$ cat src/assert_macros.svh
// Assertion macros for the record sorter.
// Needs nothing else; the top level takes it in by `include.
`ifndef ASSERT_MACROS_SVH
`define ASSERT_MACROS_SVH

// Check a property at every rising clock edge outside reset.
`define TKS_ASSERT(label, clk, rst, prop, msg) \
   label: assert property (@(posedge clk) disable iff (rst) prop) \
      else $error(msg);

// Check that a condition never holds outside reset.
`define TKS_ASSERT_NEVER(label, clk, rst, cond, msg) \
   `TKS_ASSERT(label, clk, rst, !(cond), msg)

`endif

$ cat src/tksort_pkg.sv
// Shared types and fixed field widths of the record sorter.
// No dependencies; every module of the sorter imports it.
package tksort_pkg;

   localparam int PRICE_W   = 34;
   localparam int TAG_W     = 16;
   localparam int WORD_W    = 64;
   localparam int BYTE_W    = 8;
   localparam int MAX_WORDS = 7;

   // Per-cycle command broadcast from the controller to every cell
   typedef struct packed {
      logic insert;
      logic drain;
   } tksort_ctl_type;

endpackage

$ cat src/tksort_cell.sv
// One cell of the insertion chain: holds one record (key and tag).
// Depends on tksort_pkg. Compares against the broadcast word, takes the
// new word or its left neighbor on insert, its right neighbor on drain.
module tksort_cell import tksort_pkg::*; #(
   parameter int KEY_W = PRICE_W + MAX_WORDS*WORD_W
) (
   input  logic                 clock,
   input  tksort_ctl_type       ctl,
   input  logic                 occupied,
   input  logic [KEY_W-1:0]     new_key,
   input  logic [TAG_W-1:0]     new_tag,
   input  logic [KEY_W-1:0]     left_key,
   input  logic [TAG_W-1:0]     left_tag,
   input  logic                 left_gt,
   input  logic [KEY_W-1:0]     right_key,
   input  logic [TAG_W-1:0]     right_tag,
   output logic [KEY_W-1:0]     key_o,
   output logic [TAG_W-1:0]     tag_o,
   output logic                 gt_o
);

   logic [KEY_W-1:0] key_ff, key_in;
   logic [TAG_W-1:0] tag_ff, tag_in;

   // Empty cells and strictly greater keys sit after the new word
   assign gt_o = !occupied || (key_ff > new_key);

   // Pick next contents: drain shifts left, insert opens a slot
   always_comb begin
      key_in = key_ff;
      tag_in = tag_ff;
      if (ctl.drain) begin
         key_in = right_key;
         tag_in = right_tag;
      end else if (ctl.insert && gt_o) begin
         if (left_gt) begin
            key_in = left_key;
            tag_in = left_tag;
         end else begin
            key_in = new_key;
            tag_in = new_tag;
         end
      end
   end

   always_ff @(posedge clock) begin
      key_ff <= key_in;
      tag_ff <= tag_in;
   end

   assign key_o = key_ff;
   assign tag_o = tag_ff;

endmodule

$ cat config.mk
export PLATFORM = sky130hd
export DESIGN_NAME = tksort_cell
export DESIGN_NICKNAME = d
export VERILOG_FILES = /design/src/assert_macros.svh /design/src/tksort_pkg.sv /design/src/tksort_cell.sv
export SDC_FILE = /design/constraint.sdc
export NUM_CORES = 2
export LEC_CHECK = 0
export ABC_AREA = 0
export BUFFER_PORTS_ARGS = -buffer_cell sky130_fd_sc_hd__buf_4
export CAP_MARGIN = 5
export CORE_AREA = 4 4 788 790
export CTS_BUF_LIST = sky130_fd_sc_hd__clkbuf_8
export DETAILED_ROUTE_END_ITERATION = 8
export DIE_AREA = 0 0 792 794
export GPL_TIMING_DRIVEN = 0
export PLACE_DENSITY = 0.3
export SYNTH_ARGS = -nofsm -noshare
export SYNTH_HDL_FRONTEND = slang
export SYNTH_SLANG_ARGS = --single-unit
$ cat constraint.sdc
create_clock -name clock -period 38 [get_ports clock]
set_input_delay 1.9 -clock clock [delete_from_list [all_inputs] [get_ports clock]]
set_output_delay 1.9 -clock clock [all_outputs]
set_load 0.02 [all_outputs]
### Word level (Yosys, flattened, before mapping)

Index checks and enable logic that the tools add are counted.

* register bits after elaboration: 498
* input port bits: 1499
* output and inout bits: 499

* order comparisons: 1
* mux-type cells: 6
* reductions and logical operators: 4

Operators with widths (number)
* $mux W482: 3
* $gt A482 B482 Y1: 1
* $mux W16: 3
* $reduce_bool A2 Y1: 1
* $logic_and A1 B1 Y1: 1
* $logic_not A1 Y1: 1
* $logic_or A1 B1 Y1: 1

### Depth between registers and ports, before layout

* word-level depth: 5
* depth in mapped cells: 10

### Worst setup path after synthesis

OpenSTA, ideal clock, no wires.

* path type: input -> register
* start: input new_key[476]
* end: register key_ff[0], in the netlist key_o[0] (enable)
* setup time: 1.530 ns
* arrival time: 27.456 ns
* required time: 36.470 ns
* setup slack: 9.014 ns
* cell stages on the path: 9
* cell sequence: inv_1 -> ha_1 -> nand4_2 -> nor4_2 -> nand3_1 -> or3_1 -> o221ai_1 -> nor4_1 -> a21oi_1

* longest elaborated chain between the ends: 4

Ends and longest elaborated chain
* start: declaration: RTL line tksort_cell.sv:10 `input logic [KEY_W-1:0] new_key,`
* $gt A482 B482 Y1: RTL line tksort_cell.sv:26 `assign gt_o = !occupied || (key_ff > new_key);`
* $logic_or A1 B1 Y1: RTL line tksort_cell.sv:26
* $logic_and A1 B1 Y1: RTL line tksort_cell.sv:35 `end else if (ctl.insert && gt_o) begin`
* $reduce_bool A2 Y1 (no source line)
* end signal: assignment: RTL line tksort_cell.sv:47 `key_ff <= key_in;`
* end: declaration: RTL line tksort_cell.sv:22 `logic [KEY_W-1:0] key_ff, key_in;`

Every way passes these cells.
A chain may end at the register's enable or synchronous reset.

### Final worst setup path

* start: input new_key[416]
* end: output gt_o

* longest elaborated chain between the ends: 2

Ends and longest elaborated chain
* $gt A482 B482 Y1: RTL line tksort_cell.sv:26
* $logic_or A1 B1 Y1: RTL line tksort_cell.sv:26
* end: declaration: RTL line tksort_cell.sv:19 `output logic gt_o`

Every way passes these cells.

==> impl_metrics.py <==
metrics = {
    "grt": {
        "grt_pass1_wl_mm": 637,
        "gr-total-overflow": 0,
        "grt_usage_pct": 16.6,
        "grt_max_degree": 25,
        "grt_pass1_vias": 42500,
        "antenna_found_initial": 536,
    },
    "cts": {
        "clock_sinks": 498,
        "post_cts_buffers": 0,
        "cts_buffer_depth": 4,
        "hold_buffers": 0,
        "clk_pin_slew_ns": 0.05,
        "cts_resized": 0,
        "cts_root_buf": "clkbuf_8",
        "tritoncts": "built",
        "insertion_delay_ns": 0.97,
        "cts_buffers": 139,
        "cts.htree.levels": 4,
    },
    "sta": {
        "setup_violations": 0,
        "final.setup.tns_ns": 0,
        "fin_crit_sh_pct": 23.3,
        "fmax_mhz": 113,
        "rsz0062_at_grt": "no",
        "skew_ns": 0.0922,
        "post-route-min-period_ns": 8.85,
        "slew_headroom_pct": 6.35,
        "hold_viol": 0,
        "tightest_slew_ns": 1.40,
        "setup_slack_ns": 29.15,
        "finalMaxSlewViolations": 0,
    },
    "synth": {
        "synth_top_family_by_area": "adder cells",
        "synthTopCellsByCount": "616 x nand2_1, 566 x o21ai_0, 498 x edfxtp_1, 498 x inv_1, 498 x mux2i_1",
        "netlist_instances": 3915,
        "yosys_warnings": 0,
        "synth_fa_ha_area_share_pct": 16.2,
        "synth-edff-count": 498,
        "yosys.area_share.simple_pct": 10.5,
        "ys_ff_latch": 498,
        "synth.distinct_cells": 48,
        "synth_compound_area_share_pct": 13.0,
        "synthFlopType": "edfxtp_1",
        "syn-num-nets": 5896,
        "muxShareOfSynthArea_pct": 13.4,
        "avgSynthCellArea_sq_um": 9.50,
        "synth_top_area_share_pct": 40.2,
        "netlist_area_sq_mm": 0.0372,
        "synthArstFlopShare_pct": 0,
        "synth.largest_area_cell": "edfxtp_1",
        "synthTopCellsByArea": "edfxtp_1 40%, ha_1 16%, mux2i_1 13%, o21ai_0 7.6%, nand2_1 6.2%",
        "synth_most_common_cell": "nand2_1",
        "synth_xor_xnor_area_share_pct": 0,
        "seq_area_frac_synth_pct": 40.2,
    },
    "layout": {
        "num-nets-final": 8086,
        "post-route-util_pct": 10.8,
        "fill_cells": 71400,
        "area_growth_pct": 78.2,
        "drive_gt1_share_pct": 36.3,
    },
    "pwr": {
        "irDropWorstVdd_v": 0.0000208,
        "power.total_mw": 2.31,
        "pwr_density_cell_mw_per_mm2": 34.8,
        "p_leak_nw": 29.5,
    },
    "worst_setup_path": {
        "cp.required_ns": 36.10,
        "crit_top_cell": "nor4_1",
        "crit_slowest_cell": "nor4_1",
        "critPathCaptureType": "output port",
        "worst-setup-path-type": "input pin to output port",
        "slowest_delay_ns": 1.20,
        "worstPathCellList": "buf_4 -> inv_1 -> ha_1 -> nand4_1 -> nor4_1 -> nand3_1 -> nor4_1 -> o41ai_1 -> o221ai_1 -> nor4_1 -> a21oi_1 -> buf_4",
        "cp_max_fo": 5,
        "cp.arrival_ns": 6.95,
        "start_kind": "input pin",
    },
    "detailed_routing": {
        "drt_iter0_drc": 4573,
        "m1WireLength_mm": 231,
        "top_layer_used": "met5",
        "met2_length_mm": 227,
        "wl_met3_mm": 68.6,
        "drc": 0,
        "first_pass_iters": 6,
        "ant_nets": 0,
        "viasPerCell": 3.08,
        "vias": 44600,
        "post_drt_wl_per_cell_um": 37.6,
        "routed_wl_mm": 544,
    },
    "placed_design": {
        "io_buffers": 1995,
        "dp_hpwl_mm": 501,
        "pre_cts_ws_ns": 28.81,
        "place_congestion": 1.02,
    },
    "die": {
        "die_x_um": 792,
        "pin_count": 1998,
        "core.rowCount": 288,
        "dieArea_sq_mm": 0.629,
        "die_h_um": 794,
        "initial_core_util_pct": 6.06,
        "core_sq_mm": 0.614,
    },
    "flow_run": {
        "cap_violations": 0,
    },
    "status": {
        "status": "complete, no violations",
    },
    "min_path": {
        "hold_path.class": "input pin to register",
    },
}
[layer usage]
| metal | global-route usage, % | vias up |
|---|---|---|
| li1 | - | 18700 |
| met1 | 20.9 | 21800 |
| met2 | 24.7 | 2881 |
| met3 | 8.63 | 927 |
| met4 | 3.99 | 258 |
| met5 | 0 | - |
[critical path, delay by kind of cell]
family,cells,cell delay (ns)
AOI/OAI and AO/OA,3,1.25
and+or+nand+nor,5,3.10
buffers and inverters,3,0.37
adders and majority gates,1,0.31
[per-stage QoR]
| stage | std cells | instance area (sq um) | hold WS [ns] |
|---|---|---|---|
| 2_1_floorplan | 3915 | 37200 | 2.09 |
| 3_3_place_gp | 14000 | 62300 | 2.19 |
| 3_5_place_dp | 14100 | 63500 | 1.69 |
| 4_1_cts | 14300 | 65900 | 0.953 |
| 5_1_grt | 14400 | 66000 | 1.08 |
| 6_report | 14500 | 66300 | 1.22 |
[cell families after synthesis]
kind of cell    count (synthesis)
compound gates                888
simple gates                  884
buf+inv                       665
mux                           498
flops                         498
fa+ha+maj                     482
[layout by cell type (no fill, tap or decap), drive strengths merged, types with 4 or more instances in the layout]
cell type	count
and4	9
o221ai	4
mux2i	498
a21o	50
buf	2095
a22oi	7
a221oi	25
clkinv	34
nand3	42
a21oi	189
nor3	24
nor2b	5
nor2	34
diode	150
nand2	616
o21ai	566
o211ai	5
ha	482
edfxtp	498
a211oi	14
nor4	33
o31ai	4
clkbuf	264
nand4	108
inv	550
o21a	5
[final timing paths]
path                   from         end  slack [ns]  depth (start not counted)
min          right_key[132]  key_o[132]        1.22                          3
min reg2reg      key_o[257]  key_o[256]        1.71                          7
max reg2reg      key_o[415]  key_o[178]       30.75                         14
max            new_key[416]        gt_o       29.15                         12
[flip-flops by register name, indices dropped and copies added, names as in the netlist]
signal  flops
key_o     482
tag_o      16
[power by group]
group          switching (mW)  leakage [nW]  internal [mW]
clock network           0.378          1.42          0.366
registers              0.0685          5.06          0.689
logic                   0.493          23.0          0.311
total                   0.939          29.5           1.37
[cell type report]
type | count | area, sq um | share of cell area (%)
buffer | 167 | 657 | 0.991
antenna | 150 | 375 | 0.566
tap | 8120 | 10200 | 15.3
clock buffer | 143 | 1970 | 2.97
inverter | 498 | 1870 | 2.82
clock inverter | 92 | 477 | 0.719
timing repair buffer | 2049 | 16000 | 24.1
sequential | 498 | 15000 | 22.6
multi-input combinational | 2752 | 19800 | 29.9
(Power assumes the default switching activity.)
