$ cat config.mk
export PLATFORM = sky130hd
export DESIGN_NAME = tksort_title_norm
export DESIGN_NICKNAME = d
export VERILOG_FILES = /design/src/assert_macros.svh /design/src/tksort_pkg.sv /design/src/tksort_title_norm.sv
export SDC_FILE = /design/constraint.sdc
export NUM_CORES = 1
export LEC_CHECK = 0
export BUFFER_PORTS_ARGS = -buffer_cell sky130_fd_sc_hd__buf_2
export CORE_AREA = 5 5 344 346
export DETAILED_ROUTE_END_ITERATION = 6
export DIE_AREA = 0 0 349 351
export GPL_ROUTABILITY_DRIVEN = 0
export SLEW_MARGIN = 20
export SYNTH_ARGS = -nofsm -noshare
export SYNTH_HDL_FRONTEND = slang
export SYNTH_SLANG_ARGS = --single-unit
$ cat constraint.sdc
create_clock -name vclk -period 3.9
set_input_delay 0.585 -clock vclk [all_inputs]
set_output_delay 0.585 -clock vclk [all_outputs]
set_load 0.01 [all_outputs]
$ cat src/assert_macros.svh
// Assertion macros for the record sorter.
// Needs nothing else; the top level takes it in by `include.
`ifndef ASSERT_MACROS_SVH
`define ASSERT_MACROS_SVH

// Check a property at every rising clock edge outside reset.
`define TKS_ASSERT(label, clk, rst, prop, msg) \
   label: assert property (@(posedge clk) disable iff (rst) prop) \
      else $error(msg);

// Check that a condition never holds outside reset.
`define TKS_ASSERT_NEVER(label, clk, rst, cond, msg) \
   `TKS_ASSERT(label, clk, rst, !(cond), msg)

`endif

$ cat src/tksort_pkg.sv
// Shared types and fixed field widths of the record sorter.
// No dependencies; every module of the sorter imports it.
package tksort_pkg;

   localparam int PRICE_W   = 34;
   localparam int TAG_W     = 16;
   localparam int WORD_W    = 64;
   localparam int BYTE_W    = 8;
   localparam int MAX_WORDS = 7;

   // Per-cycle command broadcast from the controller to every cell
   typedef struct packed {
      logic insert;
      logic drain;
   } tksort_ctl_type;

endpackage

$ cat src/tksort_title_norm.sv
// Title normalizer: zeroes every byte after the first zero byte.
// Depends on tksort_pkg. A plain unsigned compare of normalized titles
// then matches the byte-wise compare that stops at a terminator.
module tksort_title_norm import tksort_pkg::*; #(
   parameter int TITLE_WORDS = 7
) (
   input  logic [TITLE_WORDS*WORD_W-1:0] title_i,
   output logic [TITLE_WORDS*WORD_W-1:0] title_o
);

   localparam int NBYTES = TITLE_WORDS * WORD_W / BYTE_W;
   localparam int TOP    = TITLE_WORDS * WORD_W - 1;

   logic [NBYTES-1:0] zero_flags;
   logic [NBYTES-1:0] keep;

   // Flag zero bytes; byte 0 sits at the top of the vector
   always_comb begin
      for (int k = 0; k < NBYTES; k++) begin
         zero_flags[k] = (title_i[TOP - BYTE_W*k -: BYTE_W] == '0);
      end
   end

   // Keep a byte only when no earlier byte was zero
   always_comb begin
      for (int k = 0; k < NBYTES; k++) begin
         keep[k] = ~|(zero_flags & ((NBYTES'(1) << k) - NBYTES'(1)));
      end
   end

   // Drop bytes past the terminator
   always_comb begin
      for (int k = 0; k < NBYTES; k++) begin
         title_o[TOP - BYTE_W*k -: BYTE_W] =
            keep[k] ? title_i[TOP - BYTE_W*k -: BYTE_W] : '0;
      end
   end

endmodule

# Word level (Yosys, flattened, before mapping)
# Cells that the tools add are included.
# word_totals
output_inout_bits	448
input_bits	448
regBits	0
word_cells	164
# classes
mux	55
reduce_logical	109
# op_table
operator	count
logical NOT 8 bit	55
2-to-1 mux 8 bit	55
OR reduction 55 bit	1
OR reduction 54 bit	1
OR reduction 53 bit	1
OR reduction 52 bit	1
OR reduction 51 bit	1
OR reduction 50 bit	1
OR reduction 49 bit	1
OR reduction 48 bit	1
OR reduction 47 bit	1
OR reduction 46 bit	1
OR reduction 45 bit	1
OR reduction 44 bit	1
OR reduction 43 bit	1
OR reduction 42 bit	1
OR reduction 41 bit	1
OR reduction 40 bit	1
OR reduction 39 bit	1
OR reduction 38 bit	1
OR reduction 37 bit	1
OR reduction 36 bit	1
OR reduction 35 bit	1
OR reduction 34 bit	1
other kinds (32)	32

# Logic depth before layout (Yosys ltp)
# Gate-level depths: netlist of the first run.
# depth
word_depth	3
ltp_mapped	9

# Worst setup path after synthesis of the first run
# Ideal clock, no wire load.
# synth_timing
kind	input-to-output
startpoint	input port title_i[98]
endpoint	output port title_o[64]
slack_ns	1.167
stages	7
arrival_time_ns	2.148
path_cell_list	or4_1 -> nor2_4 -> nand4b_1 -> nor2_1 -> and4_4 -> clkbuf_1 -> and3_1
# synth_between
elab_chain_len	3
# synth_lines
item	line	source
start: declaration	tksort_title_norm.sv:7	input logic [TITLE_WORDS*WORD_W-1:0] title_i,
logical NOT 8 bit	tksort_title_norm.sv:20	zero_flags[k] = (title_i[TOP - BYTE_W*k -: BYTE_W] == '0);
OR reduction 47 bit	tksort_title_norm.sv:27	keep[k] = ~|(zero_flags & ((NBYTES'(1) << k) - NBYTES'(1)));
2-to-1 mux 8 bit	tksort_title_norm.sv:35	keep[k] ? title_i[TOP - BYTE_W*k -: BYTE_W] : '0;
end: declaration	tksort_title_norm.sv:8	output logic [TITLE_WORDS*WORD_W-1:0] title_o
# No other way between the ends.

# Final worst setup path of the first run
# layout_timing
startpoint	input port title_i[416]
endpoint	output port title_o[77]
# layout_between
elab_chain_len	3
# layout_lines
item	line
logical NOT 8 bit	tksort_title_norm.sv:20
OR reduction 46 bit	tksort_title_norm.sv:27
2-to-1 mux 8 bit	tksort_title_norm.sv:35
# No other way between the ends.

==> results of run 1 <==
## power groups by stage
stage	clock (mW)	sequential, mW	combinational, mW
6_report	0.00000254	0	1.81
5_1_grt	0.000000869	0	1.89
4_1_cts	0	0	1.82
3_5_place_dp	0	0	1.80
3_3_place_gp	0	0	1.80
2_1_floorplan	0	0	0.616
## cells by family (layout without fill, tap and decap cells)
group / after synthesis / after routing / synth area share
AO/OA/AOI/OAI: 5 / 5 / 0.00640
buffers and inverters: 85 / 962 / 0.0813
other: 0 / 75 / 0
AND/OR/NAND/NOR: 719 / 719 / 0.912
## layout make-up
class	instances	share of cell area
multi-input cells	724	0.382
repair buffers	938	0.426
diodes	75	0.0164
well taps	1524	0.167
inverters	24	0.00789
## placed cells by master (no fill, tap or decap), drive strengths merged
cell / instances
buf: 938
and3: 177
and2: 142
nor4: 108
nand2: 96
diode: 75
nor2: 66
and4: 45
nor3: 28
inv: 24
nand3: 19
nor3b: 10
nand4: 10
and4b: 8
or4: 6
a21oi: 2
nor4bb: 1
a21boi: 1
a21o: 1
nor2b: 1
o21ai: 1
nand3b: 1
nand4b: 1
## routing by layer
metal	global-route usage	routed length, um
met5	0.0259	1300
met2	0.268	48500
met1	0.206	44400
met3	0.147	22200
met4	0.0176	2670
## metrics by stage
step / TNS (ns) / cells / hold WS (ns) / power (mW) / worst slack, ns
2_1_floorplan: 0 / 809 / 1.26 / 0.616 / 1.17
3_3_place_gp: -2.80 / 3208 / 1.47 / 1.80 / -0.459
3_5_place_dp: -2.79 / 3208 / 1.47 / 1.80 / -0.471
4_1_cts: 0 / 3210 / 1.47 / 1.82 / 0.188
5_1_grt: 0 / 3235 / 1.47 / 1.89 / 0.103
6_report: 0 / 3285 / 1.46 / 1.81 / 0.180
## what timing repair did
| action | CTS | global route |
|---|---|---|
| setup endpoints to repair | 8 | 0 |
| endpoints found under the hold margin | 0 | 0 |
| gates resized for setup | 6 | 0 |
| setup buffers | 2 | 0 |
## path summary, 6_finish.rpt
| path | startpoint | slack (ns) | cells past startpoint | to |
|---|---|---|---|---|
| max | title_i[416] | 0.18 | 10 | title_o[77] |
| min | title_i[444] | 1.46 | 2 | title_o[444] |
==> results by group, run 1 <==
Routing
  – Wire per inst: 36.2 um
  – Final wirelength: 119 mm
  – DRT iter0 DRCs: 1680
  – DR vias/cell: 3.65
  – Routed via count: 11996
  – Post-route antenna net violation count: 0
  – DR pass1 iterations: 6
  – DRC: 0

Finish
  – Layout Nets: 2136
  – Multi-input gate area: 4360 um2
  – Core Util, Final: 0.0991
  – Layout clock buffers: 0
  – Layout cell share with drive strength beyond 1: 0.569
  – Seq cells: 0
  – Area Growth Syn to Fin: 143%
  – Seq. cell area: 0 um2
  – Final instance area: 11400 um2
  – Fillers: 13736

Synth
  – Mapped Cells: 809
  – Most frequent cells after synthesis: and3_1 (176), and2_1 (139), nor4_1 (105)
  – Top-area cell type share of the netlist area: 0.235
  – Seq/Total Area, Yosys: 0
  – Ys Warns: 0
  – Mapped cell area: 4690 um2
  – Most area-consuming cells after synthesis: and3_1 (23%), and2_1 (19%), nor4_1 (14%)
  – Dominant cell type by area after synthesis: and3_1
  – Most frequent cell after synthesis: and3_1
  – Avg Cell Area, Syn: 5.80 um2
  – Post-synth cell types: 34
  – Syn_nets: 1257

STA
  – Final period util: 0.954
  – Slew Viols, Final: 0
  – Slew @ Worst Pin: 0.901 ns
  – Fmax: 269 MHz
  – Final setup fails: 0
  – RSZ-0062 raised after global routing: false
  – Final min period: 3.72 ns
  – Final hold viol count: 0
  – Slew HR: 0.394

Global route
  – Initial antenna violation count: 197
  – Vias in the first global route: 10431
  – GRT overflow: 0
  – First-pass GRT wire length: 141 mm
  – Tot GR Track Use: 0.180
  – Largest net degree at the start of global routing: 59

Placed design
  – Hpwl dp: 114 mm
  – Placed cell area: 11200 um2
  – IO buf count: 896

Floorplan
  – Die Span X: 349 um
  – Placeable core area: 115000 um2
  – Die height: 351 um
  – Starting Density: 0.0408
  – Die area: 122000 um2
  – I/O pin cnt: 896
  – Row count: 125

Run status
  – Run status: complete, no violations

Power
  – Pwr dens: 159 nW/um2
  – Worst IR drop on VDD: 0.0000558 V
  – Net switching power: 1.15 mW
  – Switching Share: 0.635
  – Combinational fraction of design power: 1.000
  – LEAKAGE: 5.87 nW
  – Part of the power in registers: 0
  – Internal: 0.662 mW
  – Clk network pwr share: 0

Critical path
  – WP data arrival: 3.13 ns
  – WS Path Type: in2out
  – Buffers plus inverters on the worst setup path: 4
  – Startpoint types: primary input
  – Most used cell, CP: buf_2
  – Critical-path cell list: buf_2, or4_1, nor2_1, a21oi_2, and4_1, buf_4, nand4_1, buf_12, nor3_1, buf_2
  – CP max-delay cell: nor3_1
  – Critical Path RT: 3.31 ns
  – Delay-heaviest family, CP: simple AND/OR/NAND/NOR gates
  – Slowest cell delay on critical path: 0.64 ns
  – Critical Path Fanout Max: 24
  – CP endpoint kind: output pin

Clocking
  – Hold buffers post-CTS: 0

Flow run
  – MaxCap Viol Count: 0

Hold path
  – HP Class: in2out
(Power assumes the default switching activity.)
==> run 2: changes to the inputs <==
--- a/config.mk
+++ b/config.mk
@@ -5,10 +5,11 @@
 export SDC_FILE = /design/constraint.sdc
 export NUM_CORES = 1
 export LEC_CHECK = 0
+export ABC_AREA = 1
 export BUFFER_PORTS_ARGS = -buffer_cell sky130_fd_sc_hd__buf_2
-export CORE_AREA = 5 5 344 346
+export CORE_AREA = 5 5 343 345
 export DETAILED_ROUTE_END_ITERATION = 6
-export DIE_AREA = 0 0 349 351
+export DIE_AREA = 0 0 348 350
 export GPL_ROUTABILITY_DRIVEN = 0
 export SLEW_MARGIN = 20
 export SYNTH_ARGS = -nofsm -noshare
==> results by group, run 2 <==
Finish
  – Layout clock buffers: 0 (unchanged)
  – Most frequent cells in the layout: buf_2 (895), nor2_1 (627), inv_1 (463), nand2_1 (132), nor2_2 (89) (was buf_2 (896), and3_1 (175), and2_1 (139), nor4_1 (105), nand2_1 (95))
  – Multi-input gate area: 4110 um2 (was 4360 um2)
  – Commonest non-fill, non-tap cell in the layout: buf_2 (unchanged)
  – Core Util, Final: 0.110 (was 0.0991)
  – Layout cell share with drive strength beyond 1: 0.450 (was 0.569)
  – Area Growth Syn to Fin: 110% (was 143%)
  – Layout Nets: 2757 (was 2136)
  – Fillers: 13695 (was 13736)
  – Seq. cell area: 0 um2 (unchanged)
  – Seq cells: 0 (unchanged)
  – Final instance area: 12500 um2 (was 11400 um2)

Synth
  – Most area-consuming cells after synthesis: nor2_1 (39%), inv_1 (29%), nor2_2 (9.3%) (was and3_1 (23%), and2_1 (19%), nor4_1 (14%))
  – Post-synth cell types: 22 (was 34)
  – Dominant cell type by area after synthesis: nor2_1 (was and3_1)
  – Ys Warns: 0 (unchanged)
  – Syn_nets: 1856 (was 1257)
  – Most frequent cells after synthesis: nor2_1 (627), inv_1 (463), nand2_1 (132) (was and3_1 (176), and2_1 (139), nor4_1 (105))
  – Mapped Cells: 1408 (was 809)
  – Seq/Total Area, Yosys: 0 (unchanged)
  – Avg Cell Area, Syn: 4.23 um2 (was 5.80 um2)
  – Mapped cell area: 5960 um2 (was 4690 um2)
  – Most frequent cell after synthesis: nor2_1 (was and3_1)
  – Top-area cell type share of the netlist area: 0.395 (was 0.235)

Critical path
  – Critical Path Fanout Max: 11 (was 24)
  – WP data arrival: 3.05 ns (was 3.13 ns)
  – Slowest cell delay on critical path: 0.38 ns (was 0.64 ns)
  – CP max-delay cell: o21ai_1 (was nor3_1)
  – Critical-path cell list: buf_2, nor2_1, nand2_1, nor2_1, nor2_1, nand2_1, nor2_4, nand2_4, buf_4, clkinv_1, o21ai_1, nor2_1, buf_2 (was buf_2, or4_1, nor2_1, a21oi_2, and4_1, buf_4, nand4_1, buf_12, nor3_1, buf_2)
  – Startpoint types: primary input (unchanged)
  – CP endpoint kind: output pin (unchanged)
  – Most used cell, CP: nor2_1 (was buf_2)
  – Delay-heaviest family, CP: simple AND/OR/NAND/NOR gates (unchanged)
  – WS Path Type: in2out (unchanged)
  – Critical Path RT: 3.31 ns (about the same)
  – Buffers plus inverters on the worst setup path: 4 (unchanged)

Routing
  – Final wirelength: 91.8 mm (was 119 mm)
  – Wire per inst: 23.8 um (was 36.2 um)
  – Post-route antenna net violation count: 0 (unchanged)
  – DR pass1 iterations: 5 (was 6)
  – DRT iter0 DRCs: 1366 (was 1680)
  – Routed via count: 12614 (was 11996)
  – DRC: 0 (unchanged)
  – DR vias/cell: 3.26 (was 3.65)

Floorplan
  – Die Span X: 348 um (was 349 um)
  – Die height: 350 um (was 351 um)
  – Row count: 124 (was 125)
  – Placeable core area: 114000 um2 (was 115000 um2)
  – I/O pin cnt: 896 (unchanged)
  – Starting Density: 0.0523 (was 0.0408)
  – Die area: 122000 um2 (about the same)

Placed design
  – Hpwl dp: 87.9 mm (was 114 mm)
  – Setup Slack @ Placement: -0.0136 ns (was -0.471 ns)
  – IO buf count: 896 (unchanged)
  – Placed cell area: 12300 um2 (was 11200 um2)

Flow run
  – MaxCap Viol Count: 0 (unchanged)

Clocking
  – Setup Buffers After CTS: 3 (was 2)
  – Hold buffers post-CTS: 0 (unchanged)
  – Post-CTS sizing: 0 (was 6)

Power
  – Worst IR drop on VDD: 0.0000481 V (was 0.0000558 V)
  – LEAKAGE: 8.01 nW (was 5.87 nW)
  – Total Power: 1.76 mW (was 1.81 mW)
  – Pwr dens: 141 nW/um2 (was 159 nW/um2)

STA
  – Final setup margin: 0.260 ns (was 0.180 ns)
  – Fmax: 275 MHz (was 269 MHz)
  – Post-route setup TNS: 0 ns (unchanged)
  – Final setup fails: 0 (unchanged)
  – Final hold viol count: 0 (unchanged)
  – RSZ-0062 raised after global routing: false (unchanged)
  – Slew Viols, Final: 0 (unchanged)
  – Slew @ Worst Pin: 0.947 ns (was 0.901 ns)
  – Final min period: 3.64 ns (was 3.72 ns)
  – Slew HR: 0.365 (was 0.394)
  – Final period util: 0.933 (was 0.954)

Global route
  – Tot GR Track Use: 0.140 (was 0.180)
  – GRT overflow: 0 (unchanged)
  – Initial antenna violation count: 161 (was 197)
  – First-pass GRT wire length: 114 mm (was 141 mm)
  – Vias in the first global route: 11441 (was 10431)
  – Largest net degree at the start of global routing: 12 (was 59)

Run status
  – Run status: complete, no violations (unchanged)

Hold path
  – HP Class: in2out (unchanged)
-- run 2: cell count changes after synthesis, moves of 10 or more --
cell and delta:
clkbuf_1 -30, nand2_8 +10, nor2_2 +89, and3_1 -176, nor3_1 -11, buf_2 -18
inv_1 +439, nand2_1 +37, and2_1 -139, nand2_4 +10, nor2_1 +563, nor4_1 -105
nor3b_1 -10, and4_1 -44
-- run 2: path summary, 6_finish.rpt --
kind    startpoint           end  slack [ns]  depth (start not counted)
max   title_i[387]  title_o[306]        0.26                         13
min   title_i[444]  title_o[444]        1.39                          2
-- run 2: cells by family (layout without fill, tap and decap cells) --
family | after synthesis | after routing | share of synthesized area
compound gates | 5 | 5 | 0.00420
buf+inv | 478 | 1377 | 0.311
simple gates | 925 | 925 | 0.685
other cells | 0 | 46 | 0
-- run 2: layout make-up --
cell class,instances,area share
repair buffers,912,0.371
multi-input cells,930,0.329
diodes,46,0.00922
inverters,465,0.140
well taps,1512,0.151
-- run 2: layer usage --
| metal | track usage | vias up | wire length, um |
|---|---|---|---|
| li1 | - | 5677 | - |
| met1 | 0.150 | 5506 | 32500 |
| met2 | 0.213 | 1045 | 37900 |
| met3 | 0.121 | 270 | 18100 |
| met4 | 0.0219 | 116 | 2540 |
| met5 | 0 | - | 777 |
-- run 2: through the flow --
stage                     instances  hold slack [ns]
final                          3865             1.39
after global routing           3824             1.40
after CTS                      3819             1.39
after detailed placement       3816             1.39
after global placement         3816             1.39
after floorplan                1408             1.26
-- run 2: where the power goes --
| group | switching (mW) | leakage (nW) | internal (mW) |
|---|---|---|---|
| clock network | 0 | 0.000292 | 0.00000160 |
| logic | 1.13 | 8.01 | 0.632 |
| registers | 0 | 0 | 0 |
| total | 1.13 | 8.01 | 0.632 |
